--- config.mk ---
export PLATFORM = sky130hd
export DESIGN_NAME = polyline_column_minmax_reducer
export DESIGN_NICKNAME = d
export VERILOG_FILES = /design/src/rtl/plcm_pkg.sv /design/src/rtl/plcm_front.sv /design/src/rtl/plcm_fifo.sv /design/src/rtl/plcm_back.sv /design/src/rtl/polyline_column_minmax_reducer.sv
export SDC_FILE = /design/constraint.sdc
export NUM_CORES = 1
export LEC_CHECK = 0
export BUFFER_PORTS_ARGS = -buffer_cell sky130_fd_sc_hd__clkbuf_2
export CAP_MARGIN = 20
export CELL_PAD_IN_SITES_DETAIL_PLACEMENT = 0
export CELL_PAD_IN_SITES_GLOBAL_PLACEMENT = 1
export CORE_MARGIN = 3
export CORE_UTILIZATION = 35
export DETAILED_ROUTE_END_ITERATION = 8
export PLACE_DENSITY_LB_ADDON = 0.1
export SYNTH_ARGS = -nofsm -noshare
export SYNTH_HDL_FRONTEND = slang
export SYNTH_SLANG_ARGS = --single-unit
--- constraint.sdc ---
create_clock -name clk -period 18.1 [get_ports clk]
set_clock_uncertainty 0.15 [all_clocks]
set_input_delay 3.62 -clock clk [delete_from_list [all_inputs] [get_ports clk]]
set_output_delay 3.62 -clock clk [all_outputs]
set_load 0.02 [all_outputs]
--- src/rtl/plcm_pkg.sv ---
`timescale 1ns / 1ps
package plcm_pkg;

  localparam int COORD_BITS = 16;
  localparam int TDATA_W    = ((2 * COORD_BITS + 7) / 8) * 8;
  localparam int FIFO_DEPTH = 4;
  localparam int PTR_W      = $clog2(FIFO_DEPTH);
  localparam int CNT_W      = $clog2(FIFO_DEPTH + 1);
  localparam int NPTS       = 5;

  localparam logic AXIS_X = 1'b0;
  localparam logic AXIS_Y = 1'b1;

  typedef logic signed [COORD_BITS-1:0] coord_t;

  // one queued flush: an optional group of up to four points, then an
  // optional single point of a one-point group
  typedef struct packed {
    logic   has_group;
    coord_t key;
    coord_t first;
    coord_t vmin;
    coord_t vmax;
    coord_t latest;
    logic   has_extra;
    coord_t xkey;
    coord_t xval;
    logic   axis;
    logic   eos;
  } flush_t;

endpackage

--- src/rtl/plcm_front.sv ---
`timescale 1ns / 1ps
module plcm_front (
  input  logic                  clk,
  input  logic                  rst_n,
  input  logic                  group_axis,
  input  logic                  acc,
  input  plcm_pkg::coord_t      px,
  input  plcm_pkg::coord_t      py,
  input  logic                  is_last,
  output logic                  push,
  output plcm_pkg::flush_t      push_data
);

  logic             open_r, open_nxt;
  plcm_pkg::coord_t key_r, key_nxt;
  plcm_pkg::coord_t first_r, first_nxt;
  plcm_pkg::coord_t min_r, min_nxt;
  plcm_pkg::coord_t max_r, max_nxt;
  plcm_pkg::coord_t latest_r, latest_nxt;
  plcm_pkg::coord_t key, value;
  logic             same_key;

  assign key      = (group_axis == plcm_pkg::AXIS_Y) ? py : px;
  assign value    = (group_axis == plcm_pkg::AXIS_Y) ? px : py;
  assign same_key = open_r && (key == key_r);

  always_comb begin
    open_nxt   = open_r;
    key_nxt    = key_r;
    first_nxt  = first_r;
    min_nxt    = min_r;
    max_nxt    = max_r;
    latest_nxt = latest_r;
    push       = 1'b0;
    push_data  = '0;
    push_data.axis = group_axis;
    push_data.eos  = is_last;
    if (acc) begin
      if (same_key) begin
        if (value < min_r) begin
          min_nxt = value;
        end else if (value > max_r) begin
          max_nxt = value;
        end
        latest_nxt = value;
        if (is_last) begin
          push                = 1'b1;
          push_data.has_group = 1'b1;
          push_data.key       = key_r;
          push_data.first     = first_r;
          push_data.vmin      = min_nxt;
          push_data.vmax      = max_nxt;
          push_data.latest    = value;
        end
      end else begin
        if (open_r) begin
          push                = 1'b1;
          push_data.has_group = 1'b1;
          push_data.key       = key_r;
          push_data.first     = first_r;
          push_data.vmin      = min_r;
          push_data.vmax      = max_r;
          push_data.latest    = latest_r;
        end
        if (is_last) begin
          push                = 1'b1;
          push_data.has_extra = 1'b1;
          push_data.xkey      = key;
          push_data.xval      = value;
        end
        open_nxt   = 1'b1;
        key_nxt    = key;
        first_nxt  = value;
        min_nxt    = value;
        max_nxt    = value;
        latest_nxt = value;
      end
      if (is_last) begin
        open_nxt = 1'b0;
      end
    end
  end

  always_ff @(posedge clk) begin
    if (!rst_n) begin
      open_r <= 1'b0;
    end else begin
      open_r <= open_nxt;
    end
  end

  always_ff @(posedge clk) begin
    key_r    <= key_nxt;
    first_r  <= first_nxt;
    min_r    <= min_nxt;
    max_r    <= max_nxt;
    latest_r <= latest_nxt;
  end

endmodule

--- src/rtl/plcm_fifo.sv ---
`timescale 1ns / 1ps
module plcm_fifo (
  input  logic             clk,
  input  logic             rst_n,
  input  logic             push,
  input  plcm_pkg::flush_t wdata,
  input  logic             pop,
  output plcm_pkg::flush_t rdata,
  output logic             empty,
  output logic             full
);

  plcm_pkg::flush_t                 mem_r [plcm_pkg::FIFO_DEPTH];
  logic [plcm_pkg::PTR_W-1:0]       wptr_r, wptr_nxt;
  logic [plcm_pkg::PTR_W-1:0]       rptr_r, rptr_nxt;
  logic [plcm_pkg::CNT_W-1:0]       cnt_r, cnt_nxt;
  logic                             do_push, do_pop;

  assign empty   = (cnt_r == '0);
  assign full    = (cnt_r == plcm_pkg::CNT_W'(plcm_pkg::FIFO_DEPTH));
  assign do_push = push && !full;
  assign do_pop  = pop && !empty;
  assign rdata   = mem_r[rptr_r];

  always_comb begin
    wptr_nxt = wptr_r;
    rptr_nxt = rptr_r;
    cnt_nxt  = cnt_r;
    if (do_push) begin
      wptr_nxt = (wptr_r == plcm_pkg::PTR_W'(plcm_pkg::FIFO_DEPTH - 1)) ? '0 : wptr_r + 1'b1;
    end
    if (do_pop) begin
      rptr_nxt = (rptr_r == plcm_pkg::PTR_W'(plcm_pkg::FIFO_DEPTH - 1)) ? '0 : rptr_r + 1'b1;
    end
    case ({do_push, do_pop})
      2'b10:   cnt_nxt = cnt_r + 1'b1;
      2'b01:   cnt_nxt = cnt_r - 1'b1;
      default: cnt_nxt = cnt_r;
    endcase
  end

  always_ff @(posedge clk) begin
    if (!rst_n) begin
      wptr_r <= '0;
      rptr_r <= '0;
      cnt_r  <= '0;
    end else begin
      wptr_r <= wptr_nxt;
      rptr_r <= rptr_nxt;
      cnt_r  <= cnt_nxt;
    end
  end

  always_ff @(posedge clk) begin
    if (do_push) begin
      mem_r[wptr_r] <= wdata;
    end
  end

endmodule

--- src/rtl/plcm_back.sv ---
`timescale 1ns / 1ps
module plcm_back (
  input  logic                          clk,
  input  logic                          rst_n,
  input  plcm_pkg::flush_t              head,
  input  logic                          empty,
  output logic                          pop,
  output logic                          out_tvalid,
  input  logic                          out_tready,
  output logic [plcm_pkg::TDATA_W-1:0]  out_tdata,
  output logic                          out_tlast,
  output logic                          out_tuser
);

  plcm_pkg::flush_t             cur_r;
  plcm_pkg::coord_t             near_r, far_r;
  logic [plcm_pkg::NPTS-1:0]    mask_r, mask_nxt, mask_clr, load_mask;
  plcm_pkg::coord_t             ld_near, ld_far;
  logic                         adv, emit;
  plcm_pkg::coord_t             sel_key, sel_val, pt_x, pt_y;
  logic                         ov_r, ov_nxt;
  logic [plcm_pkg::TDATA_W-1:0] od_r;
  logic                         ol_r, ou_r;

  assign adv      = !ov_r || out_tready;
  assign emit     = adv && (mask_r != '0);
  assign mask_clr = mask_r & (mask_r - 1'b1);
  assign pop      = !empty && ((mask_r == '0) || (emit && (mask_clr == '0)));

  always_comb begin
    if (head.latest > head.first) begin
      ld_near = head.vmin;
      ld_far  = head.vmax;
    end else begin
      ld_near = head.vmax;
      ld_far  = head.vmin;
    end
    load_mask[0] = head.has_group;
    load_mask[1] = head.has_group && (ld_near != head.first);
    load_mask[2] = head.has_group && (ld_far != ld_near);
    load_mask[3] = head.has_group && (head.latest != ld_far);
    load_mask[4] = head.has_extra;
  end

  always_comb begin
    sel_key = cur_r.key;
    if (mask_r[0]) begin
      sel_val = cur_r.first;
    end else if (mask_r[1]) begin
      sel_val = near_r;
    end else if (mask_r[2]) begin
      sel_val = far_r;
    end else if (mask_r[3]) begin
      sel_val = cur_r.latest;
    end else begin
      sel_key = cur_r.xkey;
      sel_val = cur_r.xval;
    end
    pt_x = (cur_r.axis == plcm_pkg::AXIS_Y) ? sel_val : sel_key;
    pt_y = (cur_r.axis == plcm_pkg::AXIS_Y) ? sel_key : sel_val;
  end

  always_comb begin
    mask_nxt = mask_r;
    if (emit) begin
      mask_nxt = mask_clr;
    end
    if (pop) begin
      mask_nxt = load_mask;
    end
    ov_nxt = ov_r;
    if (adv) begin
      ov_nxt = emit;
    end
  end

  always_ff @(posedge clk) begin
    if (!rst_n) begin
      mask_r <= '0;
      ov_r   <= 1'b0;
    end else begin
      mask_r <= mask_nxt;
      ov_r   <= ov_nxt;
    end
  end

  always_ff @(posedge clk) begin
    if (pop) begin
      cur_r  <= head;
      near_r <= ld_near;
      far_r  <= ld_far;
    end
    if (emit) begin
      od_r <= plcm_pkg::TDATA_W'({pt_y, pt_x});
      ol_r <= (mask_clr == '0);
      ou_r <= (mask_clr == '0) && cur_r.eos;
    end
  end

  assign out_tvalid = ov_r;
  assign out_tdata  = od_r;
  assign out_tlast  = ol_r;
  assign out_tuser  = ou_r;

endmodule

--- src/rtl/polyline_column_minmax_reducer.sv ---
`timescale 1ns / 1ps
// Min/max polyline reducer. Points are grouped by equal x (cfg_wdata 0) or
// equal y (1); each closed group leaves as first, near extreme, far extreme
// and latest point with repeats dropped, and a point with in_tlast closes the
// series. An input transaction is taken every cycle while the four-entry
// flush queue has room; the output side emits one point per cycle while
// out_tready allows, and a flush holds n points (up to five for a last point
// that also changes the key). A flushed point passes through the flush queue,
// the back end's current-flush register and the output register before it
// appears on the output. out_tlast marks the final point caused by one input
// transaction, out_tuser the final point of the series.
module polyline_column_minmax_reducer (
  input  logic                          clk,
  input  logic                          rst_n,
  input  logic                          cfg_we,
  input  logic                          cfg_wdata,
  input  logic                          in_tvalid,
  output logic                          in_tready,
  input  logic [plcm_pkg::TDATA_W-1:0]  in_tdata,   // x, y
  input  logic                          in_tlast,   // last
  output logic                          out_tvalid,
  input  logic                          out_tready,
  output logic [plcm_pkg::TDATA_W-1:0]  out_tdata,  // out_x, out_y
  output logic                          out_tlast,  // last_of_run
  output logic                          out_tuser   // end_of_series
);

  logic             axis_r;
  logic             acc, push, pop, empty, full;
  plcm_pkg::flush_t push_data, head;
  plcm_pkg::coord_t px, py;

  always_ff @(posedge clk) begin
    if (!rst_n) begin
      axis_r <= plcm_pkg::AXIS_X;
    end else if (cfg_we) begin
      axis_r <= cfg_wdata;
    end
  end

  assign in_tready = !full;
  assign acc       = in_tvalid && in_tready;
  assign px        = in_tdata[plcm_pkg::COORD_BITS-1:0];
  assign py        = in_tdata[2*plcm_pkg::COORD_BITS-1:plcm_pkg::COORD_BITS];

  plcm_front u_front (
    .clk        (clk),
    .rst_n      (rst_n),
    .group_axis (axis_r),
    .acc        (acc),
    .px         (px),
    .py         (py),
    .is_last    (in_tlast),
    .push       (push),
    .push_data  (push_data)
  );

  plcm_fifo u_fifo (
    .clk   (clk),
    .rst_n (rst_n),
    .push  (push),
    .wdata (push_data),
    .pop   (pop),
    .rdata (head),
    .empty (empty),
    .full  (full)
  );

  plcm_back u_back (
    .clk        (clk),
    .rst_n      (rst_n),
    .head       (head),
    .empty      (empty),
    .pop        (pop),
    .out_tvalid (out_tvalid),
    .out_tready (out_tready),
    .out_tdata  (out_tdata),
    .out_tlast  (out_tlast),
    .out_tuser  (out_tuser)
  );

endmodule

### Yosys cells after proc, flatten, opt, wreduce, memory -nomap -nowiden

Memories as Yosys holds them, arrays and structs flattened. A register that Yosys moved wholly into a read port is not among the register bits.
Cells that the tools add are included.

* reductions and logical operators: 24
* $lt $le $gt $ge: 3
* bitwise operators: 2
* equal/unequal tests: 10
* muxes and demuxes: 41
* $add $sub $neg: 5

Operators by type and width (count)
* 2-to-1 mux 16 bit: 19
* 2-to-1 mux 81 bit: 3
* 2-to-1 mux 114 bit: 1
* 2-to-1 mux 33 bit: 2
* != test 16 bit: 3
* greater-than comparator 16 bit: 2
* == test 16 bit: 1
* < comparator 16 bit: 1
* logical AND 1 bit: 11
* logical NOT 5 bit: 2
* 2-to-1 mux 5 bit: 2
* 2-to-1 mux 1 bit: 9
* 2-to-1 mux 2 bit: 4
* == test 2 bit (second input constant): 3
* case mux 3 bit (2 select lines): 1
* bitwise AND 5 bit: 1
* nonzero test 5 bit: 1
* subtractor 5 x 1 -> 5 bit (second input constant): 1
* adder 2 x 1 -> 2 bit (second input constant): 2
* AND reduction 2 bit: 2
* nonzero test 2 bit: 2
* adder 3 x 1 -> 3 bit (second input constant): 1
* == test 3 bit (second input constant): 1
* logical NOT 1 bit: 3
* 6 further kinds: 7

* register bits after elaboration: 243
* memories kept: 1
* word-level logic and storage cells: 110
* bits in writable memories: 464
* output and inout bits: 36
* input port bits: 39

Memory list
* u_fifo.mem_r: depth 4, bits a word 116, rd ports 1, clocked after Yosys merged registers in 1, wr ports 1, line plcm_fifo.sv:13 `plcm_pkg::flush_t mem_r [plcm_pkg::FIFO_DEPTH];`

### Longest topological paths before layout

Gate-level depths: netlist (run 1).

* word-level depth: 9
* depth in mapped cells: 17
* gate-level depth less buffers: 12

### Cells and area by module

From an unflattened synthesis (run 1), not the netlist that was laid out.

* cells, all modules: 1767
* area total of the unflattened synthesis: 30488.0 um2

By module, submodules not included
* plcm_fifo: area each 17192.7 um2, cells an instance 662, instances 1
* plcm_back: area each 7648.6 um2, cells an instance 573, instances 1
* plcm_front: area each 5600.4 um2, cells an instance 527, instances 1
* polyline_column_minmax_reducer: area each 46.3 um2, cells an instance 5, instances 1

### Least setup slack after synthesis (run 1)

No wires, ideal clock.

* path kind: input port to flip-flop
* from: input port in_tvalid
* to: memory u_fifo.mem_r[0][0] in the netlist's numbering (enable)
* library setup time: 0.607 ns
* stages: 6
* arrival time: 10.612 ns
* data required time: 17.343 ns
* path slack: 6.731 ns
* buffers on the path: 1
* path through: and2_1 nand2_1 nor2b_4 buf_6 nor2_4 nor2b_1

* word-level cells in the longest chain between the ends: 5

Ends and longest elaborated chain
* from (decl): line polyline_column_minmax_reducer.sv:17 `input logic in_tvalid,`
* logical AND 1 bit: line polyline_column_minmax_reducer.sv:42 `assign acc = in_tvalid && in_tready;`
* 2-to-1 mux 1 bit: line plcm_front.sv:38 `if (acc) begin`
* logical AND 1 bit: line plcm_fifo.sv:21 `assign do_push = push && !full;`
* 2-to-1 mux 1 bit: line plcm_fifo.sv:55 `if (do_push) begin`
* 2-to-1 mux 1 bit (not written as such): line plcm_fifo.sv:56 `mem_r[wptr_r] <= wdata;`
* to (decl): line plcm_fifo.sv:13

Every way passes these cells.

### Final worst setup path (run 1)

* from: input port in_tvalid
* to: memory u_fifo.mem_r[2][96] in the netlist's numbering (enable)

* word-level cells in the longest chain between the ends: 5

Ends and longest elaborated chain
* logical AND 1 bit: line polyline_column_minmax_reducer.sv:42
* net acc: line polyline_column_minmax_reducer.sv:29 `logic acc, push, pop, empty, full;`
* 2-to-1 mux 1 bit: line plcm_front.sv:38
* logical AND 1 bit: line plcm_fifo.sv:21
* 2-to-1 mux 1 bit: line plcm_fifo.sv:55
* 2-to-1 mux 1 bit (not written as such): line plcm_fifo.sv:56

The timed path passes the listed nets, and every way through them passes these cells.

==> out/summary.txt, run 1 <==
vias in the first global route: 16400
number of DRC markers in iteration 0: 1220
maximum fanout along the worst path: 55
Post-Syn Area: 30000 µm²
Setup TNS: 0 ns
Num CTS Buffers: 82
status: complete, no violations
register-to-register setup slack: 12.25 ns
Routed wire per std cell: 28.2 µm
core area: 84200 µm²
GRT Resource Usage Total: 19.4%
endpoints failing setup: 0
Setup CP Type: in -> reg
post-CTS setup buffer count: 0
final WL: 86800 µm
Post-DP Area: 31800 µm²
DR vias/cell: 5.16
Net count, final: 1979
PwrDens: 175 nW/µm²
Final Wtd Congestion: 0.833
Post-CTS Resized: 0
MaxCap Viol Count: 0
Period minus WS final: 7.84 ns
post-route clock period utilization: 43.3%
register bit count reported by yosys: 709
Cell variety after synth: 68
HP Class: reg -> reg
CTS H-tree lvls: 3
Max Slew Vio Count: 0
total gr overflow: 0
Total Die Area: 89200 µm²
FP Rows: 106
Fmax: 0.128 GHz
Die Ht: 299 µm
LEAKAGE: 12.0 nW
CP Data Arrival Time: 7.95 ns
YS warnings: 0
Final ANT Viol Nets: 0
DRC viols: 0
Syn Area/Cell: 17.0 µm²
final HPWL from detailed placement: 60600 µm
crit path capture type: flop
Slew Limit Headroom: 25.3%
CTS Root Cell: clkbuf_16
post-route cell area: 34300 µm²
Max rail drop VDD: 0.114 mV
slew at the pin closest to its max-slew limit: 1.09 ns
register area share after synthesis: 70.4%
Final Non-Filler Cells: 3084
Layout area overhead: 14.4%
I/O Pins: 75
clk sink count: 709
Worst-Skew Late Latency: 0.66 ns
Buffers on Ports: 74
Hold-fix buffers, CTS: 0
Placed Cells: 2935
Worst Path Required: 18.21 ns
drt pass-1 iters: 5
layout cells sized above 1: 20.7%
pin count of the biggest net entering global routing: 78
clk slew on worst S/H paths: 0.05 ns
Gate Count Post-Synth: 1762
syn nets: 1855
TritonCTS clock tree: yes
number of flops mapped to enable cells by yosys: 692
total number of vias: 15900
Synth async-reset ratio: 0%
global-route wire length before repair: 122000 µm
dominant synthesized flop cell: edfxtp_1
RSZ-0062 raised after global routing: no
Die X: 299 µm
Worst Setup Start Kind: input port
Fin. Hold Viols: 0
Starting Density: 35.6%
CTS Buffer Depth: 3
initial antenna violation count: 12
==> registers in the layout (all words and copies together) (netlist names), named ones only <==
signal / cells
u_back.mask_r: 5
u_back.far_r: 16
u_front.latest_r: 16
u_fifo.wptr_r: 2
u_back.out_tdata: 32
u_back.cur_r: 82
u_front.min_r: 16
u_fifo.mem_r: 464
u_front.key_r: 16
u_fifo.cnt_r: 3
axis_r: 1
u_back.near_r: 16
u_front.max_r: 16
u_front.open_r: 1
u_back.out_tvalid: 1
u_front.first_r: 16
u_fifo.rptr_r: 2
u_back.out_tuser: 1
u_back.out_tlast: 1
==> worst paths after layout <==
check / from / end / cells past startpoint
worst max-delay path: in_tvalid / u_fifo.mem_r[2][96] / 9
worst min-delay path: u_fifo.cnt_r[2] / u_fifo.cnt_r[2] / 2
worst max register to register: flop / u_back.mask_r[3] / 14
worst min register to register: u_fifo.cnt_r[2] / u_fifo.cnt_r[2] / 2
==> stage by stage <==
stage               power, mW  setup WS (ns)  hold WS [ns]  util, %
finish                   6.00          10.26         0.379     40.7
CTS                      6.10          10.13         0.375     40.7
floorplan                3.78           6.73         0.328        -
detailed placement       4.52           9.48         0.365     37.7
global placement         4.50           9.44         0.345     37.7
global route             6.32           9.95         0.412     40.7
==> synth_stat cells, drive strengths merged, types with 9 or more instances <==
cell type / number / area, µm²
edfxtp: 692 / 20800
nor2: 123 / 474
mux2i: 118 / 1210
mux4: 116 / 2610
inv: 105 / 394
a21oi: 88 / 440
ha: 53 / 663
buf: 48 / 309
o21ai: 48 / 244
nand2: 43 / 161
and2: 39 / 244
xnor2: 36 / 315
xor2: 31 / 272
mux2: 30 / 338
clkbuf: 27 / 101
nor2b: 18 / 120
dfxtp: 17 / 340
o2bb2ai: 17 / 149
nor4: 14 / 93.8
nand4: 13 / 81.3
nor3: 10 / 55.1
o22ai: 10 / 82.6
and3: 9 / 56.3
nand3: 9 / 45.0
==> power by group <==
| part | switching, mW | internal, mW |
|---|---|---|
| Clock | 0.680 | 0.884 |
| Combinational | 1.30 | 0.700 |
| Sequential | 0.142 | 2.29 |
| Total | 2.12 | 3.87 |
==> routing by layer <==
metal	up-vias	GRT usage [%]	wire length, µm	part of all wire [%]
met3	140	3.90	4210	4.8
met5	-	0	36	0.041
met1	8288	26.1	38200	44
met4	6	6.06	2650	3.1
li1	7075	-	-	-
met2	402	31.8	41800	48
==> layout by cell type, fill, tap and decap left out, types with 4 or more instances in the layout <==
| cell | count |
|---|---|
| a21o_1 | 4 |
| nor2b_1 | 12 |
| clkbuf_16 | 82 |
| nand4_1 | 13 |
| mux4_2 | 116 |
| and3_1 | 9 |
| nor3_1 | 9 |
| o2bb2ai_1 | 17 |
| a21oi_1 | 88 |
| nor4_1 | 13 |
| a31oi_1 | 4 |
| inv_1 | 105 |
| clkinv_1 | 21 |
| o21ai_0 | 43 |
| mux2i_2 | 8 |
| dfxtp_1 | 14 |
| o22ai_1 | 8 |
| edfxtp_1 | 692 |
| and2_1 | 38 |
| clkbuf_2 | 74 |
| clkbuf_1 | 15 |
| nand2_1 | 43 |
| nand2b_1 | 4 |
| clkinv_2 | 15 |
| ha_1 | 53 |
| nor2b_4 | 6 |
| buf_4 | 38 |
| mux2i_1 | 110 |
| xnor2_1 | 36 |
| mux2_2 | 30 |
| o21ai_1 | 4 |
| nand3_1 | 9 |
| nor2_1 | 117 |
| xor2_1 | 31 |
==> layout make-up <==
type / count / area [µm²]
timing repair buffer: 115 / 711
inverter: 106 / 399
tap: 1134 / 1420
clock inverter: 49 / 419
multi-input combinational: 872 / 8120
antenna: 2 / 5.00
clock buffer: 97 / 2110
sequential: 709 / 21100
fill: 7691 / 49900
==> cells by family after synthesis <==
family,share of synthesized area (%)
DFF,70.4
and+or+nand+nor,4.62
muxes,13.9
AOI/OAI and AO/OA,4.09
buffers and inverters,2.70
xor gates and xnor gates,1.96
adders and majority gates,2.31
==> critical path, stage by stage <==
cell,delay [ns]
clkbuf_2,0.17
and2_2,0.17
buf_4,0.56
nand2_1,0.48
nor2b_4,0.41
nor2_4,0.17
nor2b_4,0.73
buf_4,0.84
buf_4,0.66
(Power assumes the default switching activity.)
==> inputs of run 2 (changes only) <==
==> constraint.sdc (replaced) <==
create_clock -name clk -period 7.5 [get_ports clk]
set_clock_uncertainty 0.15 [all_clocks]
set_input_delay 1.5 -clock clk [delete_from_list [all_inputs] [get_ports clk]]
set_output_delay 1.5 -clock clk [all_outputs]
set_load 0.02 [all_outputs]
==> out/summary.txt, run 2 (synthesis gave the netlist of run 1 again) <==
total gr overflow: 0 (unchanged)
core area: 84200 µm² (unchanged)
Final Wtd Congestion: 0.823 (-1.2%)
Layout area overhead: 16.0%
Post-CTS Resized: 0 (unchanged)
part of the power in registers: 39.2% (-1.4 points)
Reg2Reg Depth: 13 (-1)
clock network power share: 27.4% (+1.3 points)
reg-to-reg endpoint: u_back.mask_r[3]
Starting Density: 35.6% (unchanged)
Period minus WS final: 5.36 ns
status: complete, no violations
register-to-register setup slack: 2.14 ns (-10.11 ns)
drt pass-1 iters: 5 (unchanged)
DR vias/cell: 5.12 (-0.69%)
largest register by flop count: u_fifo.mem_r
proportion of power drawn by combinational gates: 33.5% (+0.2 points)
Routed wire per std cell: 27.4 µm (-2.7%)
vias in the first global route: 16300 (-0.67%)
Num CTS Buffers: 79 (-3.7%)
Max Slew Vio Count: 0 (unchanged)
Slew Limit Headroom: 25.2% (-0.080 points)
CTS Buffer Depth: 3 (unchanged)
Fmax: 0.187 GHz
final WL: 85300 µm (-1.8%)
Buffers on Ports: 74 (unchanged)
CTS Root Cell: clkbuf_16
Net count, final: 2004 (+1.3%)
total number of vias: 15900 (+0.21%)
initial antenna violation count: 15 (+3)
RSZ-0062 raised after global routing: no
final HPWL from detailed placement: 58200 µm (-3.9%)
most frequent cells in the layout: 692 x edfxtp_1, 117 x nor2_1, 116 x mux4_2, 109 x mux2i_1, 105 x inv_1
post-route clock period utilization: 71.4%
DRC viols: 0 (unchanged)
Sw Pwr: 5.15 mW (+140%)
FP Rows: 106 (unchanged)
TritonCTS clock tree: yes
Hold-fix buffers, CTS: 0 (unchanged)
global-route wire length before repair: 122000 µm (-0.78%)
Final ANT Viol Nets: 0 (unchanged)
clk slew on worst S/H paths: 0.06 ns (about the same)
Worst Path Required: 7.83 ns (-10.38 ns)
crit path capture type: flop
commonest non-fill, non-tap cell in the layout: edfxtp_1
post-layout util: 41.3% (+0.55 points)
max FFs per register: 464 (unchanged)
Top cell by count, worst path: buf_4
Total Die Area: 89200 µm² (unchanged)
Worst-Skew Late Latency: 0.63 ns (-0.03 ns)
LEAKAGE: 12.2 nW (+2.0%)
HP Start: u_fifo.rptr_r[1]
layout cells sized above 1: 22.1% (+1.4 points)
DP Worst Slack: 1.82 ns (-7.66 ns)
CP Data Arrival Time: 5.68 ns (-2.27 ns)
worst setup margin: 2.14 ns (-8.11 ns)
Die X: 299 µm (unchanged)
slew at the pin closest to its max-slew limit: 1.12 ns (+0.0323 ns)
Die Ht: 299 µm (unchanged)
maximum fanout along the worst path: 28 (-49%)
Max rail drop VDD: 0.244 mV (+110%)
Layout fillers: 7605 (-1.1%)
Setup TNS: 0 ns (unchanged)
critical path's largest stage delay: 0.81 ns (-0.03 ns)
PwrDens: 429 nW/µm² (+150%)
Fin. Hold Viols: 0 (unchanged)
post-CTS setup buffer count: 0 (unchanged)
hold depth: 2 (unchanged)
slowest CP cell: o21ai_4
CTS H-tree lvls: 3 (unchanged)
I/O Pins: 75 (unchanged)
pin count of the biggest net entering global routing: 117 (+50%)
clk sink count: 709 (unchanged)
number of DRC markers in iteration 0: 1298 (+6.4%)
Worst Setup Start Kind: flop
endpoints failing setup: 0 (unchanged)
MaxCap Viol Count: 0 (unchanged)
critical-path cell list: buf_4 -> buf_4 -> mux4_2 -> ha_1 -> nand4_1 -> nor2_1 -> o31a_1 -> o21ai_4 -> buf_4 -> mux2i_1 -> o2bb2ai_1 -> a2111oi_2 -> a31oi_1
Setup CP Type: reg -> reg
internal power: 9.75 mW (+150%)
sw frac: 34.6% (-0.82 points)
HP Class: reg -> reg
GRT Resource Usage Total: 19.1% (-0.33 points)
==> run 2: changes by cell type in the layout (fill, tap and decap cells not counted), moves of 2 or more <==
cell | previous run | this run
buf_12 | 2 | 5
clkbuf_8 | 0 | 2
clkinv_1 | 21 | 13
buf_4 | 38 | 63
clkinv_16 | 2 | 0
bufinv_16 | 3 | 14
clkinv_2 | 15 | 9
clkbuf_1 | 15 | 17
diode_2 | 2 | 4
==> run 2: layer usage <==
metal / GRT usage (%) / vias to the layer above / part of all wire, % / wire, µm
met4: 4.34 / 0 / 1.8 / 1580
met5: 0 / - / 0 / 0
li1: - / 7139 / - / -
met2: 30.8 / 371 / 48 / 40500
met1: 27.4 / 8336 / 46 / 39500
met3: 2.78 / 99 / 4.3 / 3640
==> run 2: per-stage QoR <==
stage          power (mW)  cells  instance area (µm²)  hold WS (ns)
2_1_floorplan        9.08   1762                30000         0.328
3_3_place_gp         11.0   2957                32000         0.379
3_5_place_dp         11.1   2964                32000         0.389
4_1_cts              15.2   3108                34800         0.388
5_1_grt              15.7   3109                34800         0.435
6_report             14.9   3112                34800         0.385
==> run 2: power groups by stage <==
stage          registers (mW)  logic (mW)  clock network [mW]
2_1_floorplan            5.94        3.14                   0
3_3_place_gp             5.92        5.13                   0
3_5_place_dp             5.94        5.12                   0
4_1_cts                  5.86        5.14                4.18
5_1_grt                  5.91        5.44                4.34
6_report                 5.84        4.99                4.08
==> run 2: worst max path at each step <==
stage	start	to	slack (ns)	cells past startpoint
2_1_floorplan	in_tvalid	u_fifo.mem_r[0][0]	-1.75	6
3_3_place_gp	in_tdata[10]	u_front.max_r[10]	0.94	13
3_5_place_dp	in_tdata[3]	u_fifo.mem_r[0][54]	1.82	12
4_1_cts	flop	u_back.mask_r[3]	1.96	13
5_1_grt	flop	u_back.mask_r[3]	1.68	13
6_report	flop	u_back.mask_r[3]	2.14	13
==> run 2: worst max-delay path: cells and delay by family, from the launching register on <==
family          cells  cell delay, ns
buf+inv             3            0.95
compound gates      5            1.66
simple gates        2            0.21
mux                 2            1.09
fa+ha+maj           1            0.35
flops               1            0.75
==> run 2: cell type report <==
class	count	area, µm²	share of cell area (%)
Sequential cell	709	21100	60.8
Clock inverter	44	618	1.78
Inverter	106	399	1.15
Multi-Input combinational cell	872	8120	23.4
Timing Repair Buffer	143	955	2.75
Antenna cell	4	10.0	0.0288
Tap cell	1134	1420	4.08
Clock buffer	100	2120	6.09
